File: src/rtl/core/kmuf_pkg.sv
// Package for the Kruskal maze union-find core: payload structs, micro-op codes
// and the command and status structs that pass between controller and datapath.
// No dependencies.
package kmuf_pkg;

    localparam int KMUF_MAX_SIDE = 32;
    localparam int RANK_W        = 4;
    localparam int CFG_W         = 6;
    localparam int SIDE_W        = 7;
    localparam int COORD_W       = 5;
    localparam int WALL_W        = 7;
    localparam logic [RANK_W-1:0] RANK_MAX = 4'd15;
    localparam logic [CFG_W-1:0]  CFG_RESET = 6'd32;

    typedef struct packed {
        logic               mode;
        logic [COORD_W-1:0] cell_row;
        logic [COORD_W-1:0] cell_col;
        logic               direction;
    } t_in_item;

    typedef struct packed {
        logic              carved;
        logic [WALL_W-1:0] wall_row;
        logic [WALL_W-1:0] wall_col;
        logic              bad_edge;
    } t_out_item;

    // Datapath micro-operations.
    localparam logic [3:0] OP_NONE   = 4'd0;
    localparam logic [3:0] OP_LOAD   = 4'd1;
    localparam logic [3:0] OP_CLEAR  = 4'd2;
    localparam logic [3:0] OP_READ_X = 4'd3;
    localparam logic [3:0] OP_STEP   = 4'd4;
    localparam logic [3:0] OP_HALVE  = 4'd5;
    localparam logic [3:0] OP_SAVE_A = 4'd6;
    localparam logic [3:0] OP_SAVE_B = 4'd7;
    localparam logic [3:0] OP_RANK   = 4'd8;
    localparam logic [3:0] OP_MERGE  = 4'd9;
    localparam logic [3:0] OP_EMIT   = 4'd10;

    typedef struct packed {
        logic [3:0] op;
    } t_cmd;

    typedef struct packed {
        logic mode;
        logic bad;
        logic is_root;
        logic same;
        logic clear_last;
    } t_status;

endpackage

File: src/rtl/core/kmuf_controller.sv
// Controller of the Kruskal maze union-find core: sequences the clearing
// sweep, the two root walks and the merge. Depends on kmuf_pkg.
module kmuf_controller
    import kmuf_pkg::*;
(
    input  logic    i_clk,
    input  logic    i_rst_n,
    input  logic    i_start,
    input  t_status i_status,
    output logic    o_busy,
    output t_cmd    o_cmd
);

    localparam logic [2:0] S_IDLE   = 3'd0;
    localparam logic [2:0] S_CLEAR  = 3'd1;
    localparam logic [2:0] S_DECIDE = 3'd2;
    localparam logic [2:0] S_CHECK  = 3'd3;
    localparam logic [2:0] S_HALVE  = 3'd4;
    localparam logic [2:0] S_RANK   = 3'd5;
    localparam logic [2:0] S_MERGE  = 3'd6;

    logic [2:0] r_state;
    logic [2:0] n_state;
    logic       r_phase_b;
    logic       n_phase_b;

    always_comb begin
        n_state   = r_state;
        n_phase_b = r_phase_b;
        o_cmd.op  = OP_NONE;
        case (r_state)
            S_IDLE: begin
                if (i_start) begin
                    o_cmd.op = OP_LOAD;
                    n_state  = S_DECIDE;
                end
            end
            S_CLEAR: begin
                o_cmd.op = OP_CLEAR;
                if (i_status.clear_last) begin
                    n_state = S_IDLE;
                end
            end
            S_DECIDE: begin
                if (i_status.mode) begin
                    // The restart result goes out at once; the sweep follows.
                    o_cmd.op = OP_EMIT;
                    n_state  = S_CLEAR;
                end else if (i_status.bad) begin
                    o_cmd.op = OP_EMIT;
                    n_state  = S_IDLE;
                end else begin
                    o_cmd.op  = OP_READ_X;
                    n_phase_b = 1'b0;
                    n_state   = S_CHECK;
                end
            end
            S_CHECK: begin
                if (!i_status.is_root) begin
                    o_cmd.op = OP_STEP;
                    n_state  = S_HALVE;
                end else if (!r_phase_b) begin
                    o_cmd.op  = OP_SAVE_A;
                    n_phase_b = 1'b1;
                end else begin
                    o_cmd.op = OP_SAVE_B;
                    n_state  = S_RANK;
                end
            end
            S_HALVE: begin
                o_cmd.op = OP_HALVE;
                n_state  = S_CHECK;
            end
            S_RANK: begin
                if (i_status.same) begin
                    o_cmd.op = OP_EMIT;
                    n_state  = S_IDLE;
                end else begin
                    o_cmd.op = OP_RANK;
                    n_state  = S_MERGE;
                end
            end
            S_MERGE: begin
                o_cmd.op = OP_MERGE;
                n_state  = S_IDLE;
            end
            default: begin
                n_state = S_IDLE;
            end
        endcase
    end

    always_ff @(posedge i_clk) begin
        if (!i_rst_n) begin
            r_state   <= S_CLEAR;
            r_phase_b <= 1'b0;
        end else begin
            r_state   <= n_state;
            r_phase_b <= n_phase_b;
        end
    end

    assign o_busy = r_state != S_IDLE;

endmodule
File: config.mk
export PLATFORM = sky130hd
export DESIGN_NAME = kmuf_controller
export DESIGN_NICKNAME = d
export VERILOG_FILES = /design/src/rtl/core/kmuf_pkg.sv /design/src/rtl/core/kmuf_controller.sv
export SDC_FILE = /design/constraint.sdc
export NUM_CORES = 1
export LEC_CHECK = 0
export CORE_MARGIN = 3
export CORE_UTILIZATION = 25
export CTS_CLUSTER_DIAMETER = 60
export DETAILED_ROUTE_END_ITERATION = 10
export DONT_BUFFER_PORTS = 1
export GPL_TIMING_DRIVEN = 0
export HOLD_SLACK_MARGIN = 0.03
export PLACE_DENSITY_LB_ADDON = 0.3
export SLEW_MARGIN = 30
export SYNTH_ARGS = -nofsm -noshare
export SYNTH_HDL_FRONTEND = slang
export SYNTH_SLANG_ARGS = --single-unit
File: constraint.sdc
create_clock -name i_clk -period 1.3 [get_ports i_clk]
set_input_delay 0.195 -clock i_clk [delete_from_list [all_inputs] [get_ports i_clk]]
set_output_delay 0.195 -clock i_clk [all_outputs]
set_load 0.02 [all_outputs]
## Yosys cells after proc, flatten, opt, wreduce, memory -nomap -nowiden

Index checks and enable logic that the tools add are counted.

- Add/subtract/negate cells: 0
- $mul: 0
- Divide/modulo/power cells: 0
- Magnitude comparators: 0
- Equality and inequality tests: 12
- Shift operators: 0
- Mux-type cells: 19
- Bitwise operators: 0
- Reductions and logical operators: 5

Operators by type and width:

| cell | count |
|---|---|
| 4-bit one-hot mux with 7 select lines | 1 |
| 3-bit one-hot mux with 6 select lines | 1 |
| 3-bit two-way mux | 5 |
| 2-bit inequality test, second input constant | 5 |
| 3-bit == test, second input constant | 3 |
| 2-bit two-way mux | 4 |
| 4-bit two-way mux | 2 |
| 3-bit by 2-bit == test with 1-bit output, second input constant | 2 |
| 1-bit two-way mux | 5 |
| 4-bit AND reduction | 1 |
| 3-bit by 1-bit == test with 1-bit output, second input constant | 1 |
| 3-bit zero test | 1 |
| 3-bit inequality test, second input constant | 1 |
| 3-bit AND reduction | 1 |
| 3-bit nonzero test | 1 |
| 1-bit one-hot mux with 2 select lines | 1 |
| 2-bit nonzero test | 1 |

- Bits in registers: 4
- Bits in latches: 0
- Memory bits (writable): 0
- Memory bits (read-only): 0
- Input bits: 8
- Output and inout port bits: 5
- Memories kept: 0

## Depth between registers and ports, before layout

Gate-level depths: netlist (run 1).

- Word-level depth: 3
- Mapped depth: 4
- Gate-level depth less buffers: 3

## Worst setup path before layout (run 1)

Ideal clock, no wire load.

- Path kind: flip-flop to output port
- Start point: reg r_state[1]
- End point: out o_cmd[1] in the netlist's numbering
- Data arrival time: 1,091 ps
- Required time: 1,105 ps
- Path slack: 14 ps
- Cell stages (with the launch flop): 4
- Cells stage by stage: dfxtp_1 buf_2 nor2_1 nor3_1

RTL lines:

| element | RTL line | source |
|---|---|---|
| from (decl) | kmuf_controller.sv:22 | `logic [2:0] r_state;` |
| from (signal assigned) | kmuf_controller.sv:98 | `r_state <= n_state;` |
| to (decl) | kmuf_controller.sv:11 | `output t_cmd o_cmd` |

==> results of run 1 <==
-- worst max-delay path, cell delays in order, from the launching register on --
cell      delay, ns
dfxtp_2        0.31
buf_6          0.12
o21ba_4        0.22
nor2_2         0.05
a211oi_4       0.31
-- cell usage in the layout, fill, tap and decap left out, types with 2 or more instances in the layout --
master and count:
dfxtp_2 3, nand2b_1 2, clkbuf_4 3, nor3_4 2, inv_1 2, buf_6 4
nor2b_1 2, buf_4 3, nand2_1 2
-- power groups by stage --
stage / Sequential, mW / Combinational, mW / Clock (mW)
floorplan: 0.140 / 0.0944 / 0
global placement: 0.141 / 0.109 / 0
detailed placement: 0.142 / 0.109 / 0
CTS: 0.140 / 0.162 / 0.166
global route: 0.144 / 0.200 / 0.174
finish: 0.142 / 0.187 / 0.159
-- registers in the layout, summed over array words and instances (netlist names) --
name	cells
r_phase_b	1
r_state	3
-- what timing repair did --
| action | in CTS | in global routing |
|---|---|---|
| endpoints found under the hold margin | 1 | 0 |
| gates cloned | 0 | 1 |
| pin swaps | 3 | 4 |
| buffers inserted | 4 | 1 |
| setup endpoints to repair | 5 | 5 |
| resized for setup | 17 | 11 |
| hold buffers | 1 | 0 |
-- area by class of cell --
class | instances | area [um^2]
multi-input cells | 35 | 332
well taps | 14 | 17.5
repair buffers | 7 | 63.8
inverters | 3 | 11.3
plain buffers | 3 | 33.8
fillers | 114 | 652
flip-flops and latches | 4 | 83.8
clock buffers | 3 | 22.5
-- layer usage --
layer | track usage, % | up-vias | share of wire [%]
met2 | 17.2 | 13 | 46
met4 | 10.8 | 0 | 3.1
met3 | 4.98 | 4 | 5.9
met5 | 0 | - | 0
li1 | - | 185 | -
met1 | 15.2 | 180 | 45
-- worst min path at each step --
stage,from,end,slack (ns)
2_1_floorplan,i_rst_n,r_state[0]$_SDFFE_PN1P_,0.27
3_3_place_gp,i_rst_n,r_state[0]$_SDFFE_PN1P_,0.27
3_5_place_dp,i_rst_n,r_state[0]$_SDFFE_PN1P_,0.27
4_1_cts,i_rst_n,r_state[2]$_SDFFE_PN0P_,0.11
5_1_grt,i_rst_n,r_state[2]$_SDFFE_PN0P_,0.10
6_report,i_rst_n,r_state[2]$_SDFFE_PN0P_,0.11
-- cell families after synthesis --
kind of cell    synth area share [%]
flops                           22.5
simple gates                    34.5
mux                             2.82
buf+inv                         9.86
compound gates                  30.3
==> impl_results.md, run 1 <==
- Share of the synthesized area in the top cell type: 22.5%
- Area delta synth->final: 58.8%
- Post-synth EDFFs: 0
- Final Cycle Share: 111%
- Synth cell count leaders: dfxtp_1, nand2_1, nor2_1
- Placed wire-length estimate: 701 um
- Final Cell Area: 564 um^2
- Die Ht: around 44 um
- CTS tree: done
- Tightest Pin Transition: approximately 0.30 ns
- Post-Syn Area: between 300 and 400 um^2
- Mapped Cells: 45
- CTS Buf Count: 3
- Highest net fanout along the worst path: 4
- Ys flop type: dfxtp_1
- Synth top area cells: dfxtp_1, a211oi_2, nand2_1
- Die extent in x: 43.7 um
- Initial antenna violation count: 0
- Clock Skew: 0.00561 ns
- P_int: 0.328 mW
- Syn Area/Cell: 7.90 um^2
- RR Startpoint: r_state[2]$_SDFFE_PN0P_
- CP endpoint kind: output port
- Outcome: finished with violations
- Routed wire length: 1110 um
- CP Class: reg -> out
- Root buffer cell: clkbuf_4
- Syn Nets: 53
- Share of cells above drive strength 1: between 50% and 60%
- Area leader, netlist: dfxtp_1
- Setup ws final: -0.145 ns
- Synth Register Bits: 4
- Leak: 0.222 nW
- Yosys warns: 0
- Via count: between 300 and 400
- Net Sw Frac: 32.8%
- Port Buffers: 0
- Slew Limit Fails: 0
- Hold Path Cell Cnt: 1
- Global-route wire length before repair: about 1700 um
- Peak VDD IR: 0.000376 V
- R2R Path End: r_state[1]$_SDFFE_PN0P_
- Initial drt markers: 7
- Grt total ovfl: 0
- Clock-pin slew on the worst setup and hold paths: around 0.04 ns
- Fin. Hold Viols: 0
- Required time of the critical path: 1.11 ns
- CP startpoint: r_state[0]$_SDFFE_PN1P_
- Placed insts: 59
- Antenna Cells: 0
- Clock Path Buffers: 2
- Worst-Skew Late Latency: 0.24 ns
- CTS Sinks: 4
- Largest net degree at the start of global routing: 11
- Core area: 1220 um^2
- Unrepaired setup endpoints after global routing: yes
- Htree depth: 1
- CP startpoint kind: flop
- Post-Route Hold Slack: 0.110 ns
- Placement Cell Area: 373 um^2
- Drt pass-1 iters: 4
- Async set-or-reset flop fraction in the synthesized netlist: 0%
- Worst setup path end: o_cmd[0]
- Failing checks: negative setup slack
- Clock network power share: 32.6%
- IO Pins: 13
- Placement Setup Slack: -0.0953 ns
- Vias per cell: 5.54
- Final Critical Period: between 1 and 1.5 ns
- Fmax: between 600 and 700 MHz
- # DRC: 0
- Row count: 12
- Sequential element share of the synthesized area: between 20% and 30%
- Max_cap viols: 0
- GRT Util Overall: 12.6%
- Combinational Power Share: a little under two fifths
- WP data arrival: 1.25 ns
- Initial core utilization: 29.2%
- Netlist cell types: 31
- Utilization after layout: 46.4%
- Number of global-route vias before repair: 396
- Fin nets: 65
- Flop2flop setup slack: 0.12 ns
- Psw: ~0.16 mW
- Flop pwr share: 29.1%
- Finished Layout Cells: 69
- Die Area: around 1900 um^2
- Fin Setup TNS: -0.306 ns
- Power Dens Cells: 864 nW/um^2
- Final GP Congestion: 0.744
- Worst R2R Path Depth: 5
- Post-route ant nets: 0
- Max transition margin: between 70% and 80%
- Total Power: between 0.4 and 0.5 mW
- Hold crit path type: in -> reg
- WL per Instance: 16.0 um
- Final setup fails: 5
(Power assumes the default switching activity.)
==> run 2, diff against run 1 <==
- clock period: 1.3 -> 1.5 ns (I/O delays scaled with it)
==> impl_results.md, run 2 (same netlist as run 1, synthesis figures left out) <==
- CP startpoint kind: flop
- Required time of the critical path: between 1 and 1.5 ns
- IO Pins: 13
- Fmax: between 600 and 700 MHz
- Most frequent cells in the layout: buf_4, clkbuf_4, nand2_1
- Worst-Skew Late Latency: 0.24 ns
- GRT Util Overall: 12.3%
- Placed insts: 59
- Setup ws final: 0.0295 ns
- Initial drt markers: 2
- Top reg by flops: r_state
- CP Class: reg -> out
- CTS tree: done
- Core area: 1220 um^2
- Global-route wire length before repair: 1640 um
- Grt total ovfl: 0
- Max transition margin: 79.7%
- Utilization after layout: 41.4%
- Placed wire-length estimate: 701 um
- WP data arrival: 1.25 ns
- Area delta synth->final: 41.5%
- Unrepaired setup endpoints after global routing: yes
- Clock Skew: 0.00525 ns
- Share of cells above drive strength 1: around half
- Largest net degree at the start of global routing: 11
- Row count: 12
- Tightest Pin Transition: around 0.30 ns
- Regs by FF count: r_state: 3 flops, r_phase_b: 1 flops
- Placement Setup Slack: 0.0747 ns
- Die Area: 1910 um^2
- Final GP Congestion: 0.744
- CP Cell Sequence: buf_6 -> o21ba_4 -> nor2_2 -> a211oi_4
- Power Dens Cells: between 700 and 800 nW/um^2
- WL per Instance: 15.1 um
- CTS Buf Count: 3
- Drt pass-1 iters: 4
- Die Ht: 43.7 um
- Max_cap viols: 0
- Antenna Cells: 0
- Crit-path max cell delay: approximately 0.32 ns
- CP endpoint kind: output port
- Die extent in x: 43.7 um
- Clock-pin slew on the worst setup and hold paths: 0.03 ns
- Routed wire length: 1010 um
- Vias per cell: 5.55
- # DRC: 0
- Final Critical Period: 1.47 ns
- Final setup fails: 0
- Slew Limit Fails: 0
- Initial core utilization: 29.2%
- Fin nets: 63
- Post-route ant nets: 0
- Finished Layout Cells: 67
- Final Cycle Share: 98.0%
- Final Cell Area: 503 um^2
- Hold crit path type: in -> reg
- Clock Path Buffers: 2
- Highest net fanout along the worst path: 4
- Initial antenna violation count: 0
- Leak: 0.198 nW
- Slowest CP cell: a211oi_4
- Outcome: completed
- Port Buffers: 0
- Root buffer cell: clkbuf_4
- CTS Sinks: 4
- Placement Cell Area: 373 um^2
- Peak VDD IR: 0.000304 V
- Number of global-route vias before repair: around 380
- Htree depth: 1
- Most common cell after layout, fill and taps aside: buf_4
- Max reg flops: 3
- Via count: 372
- Fin. Hold Viols: 0
- Total Power: 0.397 mW
==> run 2: cell count changes in the layout (fill, tap and decap cells not counted), sizes merged <==
| cell | delta |
|---|---|
| buf | -2 |
| clkbuf | +1 |
| dlygate4sd3 | -1 |
==> run 2: report_power, final <==
group | leakage (nW) | total, mW | switching [mW] | internal [mW]
registers | 0.0331 | 0.122 | 0.00644 | 0.115
clock network | 0.0138 | 0.136 | 0.0464 | 0.0896
logic | 0.152 | 0.140 | 0.0728 | 0.0669
total | 0.198 | 0.397 | 0.126 | 0.272
==> run 2: stage by stage <==
| step | hold slack (ns) | setup TNS [ns] |
|---|---|---|
| after detailed placement | 0.303 | 0 |
| after global placement | 0.305 | 0 |
| after floorplan | 0.299 | 0 |
| final | 0.0638 | 0 |
| after global routing | 0.0710 | -0.0189 |
| after CTS | 0.0580 | -0.0110 |
==> run 2: cell type report <==
type                       instances  area, um^2
fill                             129         713
multi-input combinational         35         302
sequential                         4        82.6
timing repair buffer               5        37.5
buffer                             3        30.0
clock buffer                       3        22.5
tap                               14        17.5
inverter                           3        11.3
==> run 2: per-layer routing <==
metal	GRT usage, %	part of all wire (%)	up-vias
li1	-	-	181
met1	14.9	43	172
met2	16.3	44	15
met3	4.98	8.4	4
met4	10.8	3.6	0
met5	0	0	-
==> run 2: what timing repair did <==
| item | 4_1_cts | 5_1_grt |
|---|---|---|
| endpoints found under the setup margin | 4 | 5 |
| pin swaps | 1 | 2 |
| hold buffers | 0 | 0 |
| gates resized for setup | 11 | 6 |
| setup buffers | 4 | 1 |
==> run 2: critical path: cells and delay by family (launching register included) <==
family | cells | cell delay [ns]
simple gates | 1 | 0.05
flops | 1 | 0.31
compound gates | 2 | 0.54
buf+inv | 1 | 0.12
==> run 2: worst paths after layout <==
kind	start	endpoint	slack, ns	cells past startpoint
max	r_state[0]$_SDFFE_PN1P_	o_cmd[0]	0.03	4
min reg2reg	r_phase_b$_SDFFE_PN0P_	r_phase_b$_SDFFE_PN0P_	0.52	2
min	i_rst_n	r_state[0]$_SDFFE_PN1P_	0.06	1
max reg2reg	r_state[2]$_SDFFE_PN0P_	r_state[1]$_SDFFE_PN0P_	0.27	5
==> run 3, diff against run 2 <==
- ABC_AREA: not set -> 1
==> impl_results.md, run 3 <==
- Die Ht: around 42 um
- Synth Register Bits: 4
- Max_cap viols: 0
- Cts hold-fix bufs: 0
- Fin. Hold Viols: 0
- Antenna Cells: 0
- Placed insts: 68
- Final GP Congestion: 0.770
- # DRC: 0
- Initial antenna violation count: 0
- Initial core utilization: ~28%
- Slowest CP cell: dfxtp_2
- Initial drt markers: 6
- Largest net degree at the start of global routing: 8
- Post-synth EDFFs: 0
- Routed wire length: approximately 770 um
- Area delta synth->final: 27.2%
- Htree depth: 1
- Clock-pin slew on the worst setup and hold paths: 0.04 ns
- CP Cell Sequence: inv_2 -> nor2_2 -> nand2_2 -> nand4_1
- Placed wire-length estimate: between 600 and 700 um
- Final setup fails: 0
- Hold crit path type: in -> reg
- Leak: 0.199 nW
- CTS tree: done
- GRT Util Overall: roughly 9.8%
- IO Pins: 13
- Synth cell count leaders: nand2_1, inv_1, nor2_1
- Fmax: 683 MHz
- RR Startpoint: r_state[0]$_SDFFE_PN1P_
- Row count: 12
- Root buffer cell: clkbuf_4
- Synth top area cells: dfxtp_1, nand2_1, inv_1
- Clock Skew: 0.00229 ns
- CP startpoint kind: flop
- Via count: 345
- Netlist cell types: 17
- Mapped Cells: 54
- Fin nets: 69
- Unrepaired setup endpoints after global routing: yes
- Die extent in x: around 42 um
- Final Cycle Share: between 90% and 100%
- Die Area: roughly 1800 um^2
- Regs by FF count: r_state: 3 flops, r_phase_b: 1 flops
- Hold Path Cell Cnt: 2
- Post-route ant nets: 0
- WP data arrival: around 1.2 ns
- Post-Route Hold Slack: 0.119 ns
- Total Power: 0.407 mW
- Worst-Skew Late Latency: 0.23 ns
- Placement Setup Slack: -0.0246 ns
- Worst R2R Path Depth: 7
- Sequential element share of the synthesized area: 24.5%
- Finished Layout Cells: 73
- Fin Setup TNS: 0 ns
- Post-Syn Area: approximately 330 um^2
- Yosys warns: 0
- Flop2flop setup slack: around 0.30 ns
- Syn Nets: 62
- Number of global-route vias before repair: 312
- Global-route wire length before repair: 1300 um
- Max reg flops: 3
- Area leader, netlist: dfxtp_1
- CP Class: reg -> out
- Share of the synthesized area in the top cell type: 24.5%
- Clock Path Buffers: 2
- Ys flop type: dfxtp_1
- Final Critical Period: about 1.5 ns
- Core area: 1170 um^2
- R2R Path End: r_state[1]$_SDFFE_PN0P_
- Port Buffers: 0
- Power Dens Cells: 980 nW/um^2
- CTS Buf Count: 3
- Async set-or-reset flop fraction in the synthesized netlist: 0%
- Drt pass-1 iters: 4
- Most frequent cells in the layout: nand2_1, inv_1, nor2_1
- Syn Area/Cell: 6.05 um^2
- WL per Instance: 10.5 um
- Grt total ovfl: 0
- CP startpoint: r_state[0]$_SDFFE_PN1P_
- Outcome: completed
- Highest net fanout along the worst path: 7
- Vias per cell: 4.73
- Most common cell after layout, fill and taps aside: nand2_1
- Setup ws final: 0.0368 ns
- Share of cells above drive strength 1: 37.3%
- Top reg by flops: r_state
- Crit-path max cell delay: between 0.3 and 0.4 ns
- CTS Sinks: 4
- Hold Crit Start: i_rst_n
- CP endpoint kind: output port
- Slew Limit Fails: 0
- Max transition margin: 56.1%
- Peak VDD IR: 0.000468 V
- Hold EP: r_phase_b$_SDFFE_PN0P_
- Most common cell in the synthesized netlist: nand2_1
- Required time of the critical path: 1.27 ns
- Tightest Pin Transition: 0.652 ns
-- run 3: cell types whose count changed after synthesis, moves of 3 or more --
| cell | delta |
|---|---|
| a21oi_1 | +3 |
| inv_1 | +6 |
| nand2_1 | +8 |
| nand3_1 | +3 |
| nor2_1 | +3 |
-- run 3: through the flow --
| step | utilization [%] | instance area (um^2) |
|---|---|---|
| 6_report | 35.5 | 415 |
| 2_1_floorplan | - | 327 |
| 5_1_grt | 35.5 | 415 |
| 3_5_place_dp | 29.4 | 344 |
| 3_3_place_gp | 29.4 | 344 |
| 4_1_cts | 34.2 | 400 |
-- run 3: layer usage --
metal  vias to the layer above  part of all wire, %  track usage, %
li1                        190                    -               -
met5                         -                    0               0
met4                         0                  1.0            5.59
met1                       142                   48            12.2
met3                         2                   10            5.58
met2                        11                   41            13.0
-- run 3: how the worst max path moves through the flow --
stage / end / slack [ns] / cells past startpoint
finish: o_cmd[1] / 0.04 / 4
floorplan: o_cmd[0] / 0.13 / 5
CTS: o_cmd[0] / -0.005 / 4
detailed placement: o_cmd[0] / -0.02 / 5
global route: o_cmd[0] / -0.03 / 4
global placement: o_cmd[0] / -0.03 / 5
-- run 3: what timing repair did --
item,in CTS,in global routing
gates resized for setup,7,4
gates cloned,0,0
setup buffers,1,1
setup endpoints to repair,4,4
pin swaps,2,3
-- run 3: critical path: cells and delay by family (launching register included) --
family / cells / cell delay, ns
simple gates: 3 / 0.56
buf+inv: 1 / 0.09
flops: 1 / 0.36
-- run 3: power breakdown --
part | internal, mW | total [mW] | switching, mW
logic | 0.0453 | 0.147 | 0.102
registers | 0.117 | 0.129 | 0.0122
clock network | 0.0893 | 0.130 | 0.0412
-- run 3: cell type report --
cell class,instances,area (um^2)
Clock buffer,3,22.5
Tap cell,14,17.5
Timing Repair Buffer,2,15.0
Fill cell,130,756
Sequential cell,4,88.8
Multi-Input combinational cell,39,228
Inverter,11,43.8
-- run 3: cells by family after synthesis --
family | Yosys count | synth area share [%]
flops | 4 | 24.5
compound gates | 9 | 18.0
buf+inv | 11 | 12.6
simple gates | 30 | 44.8
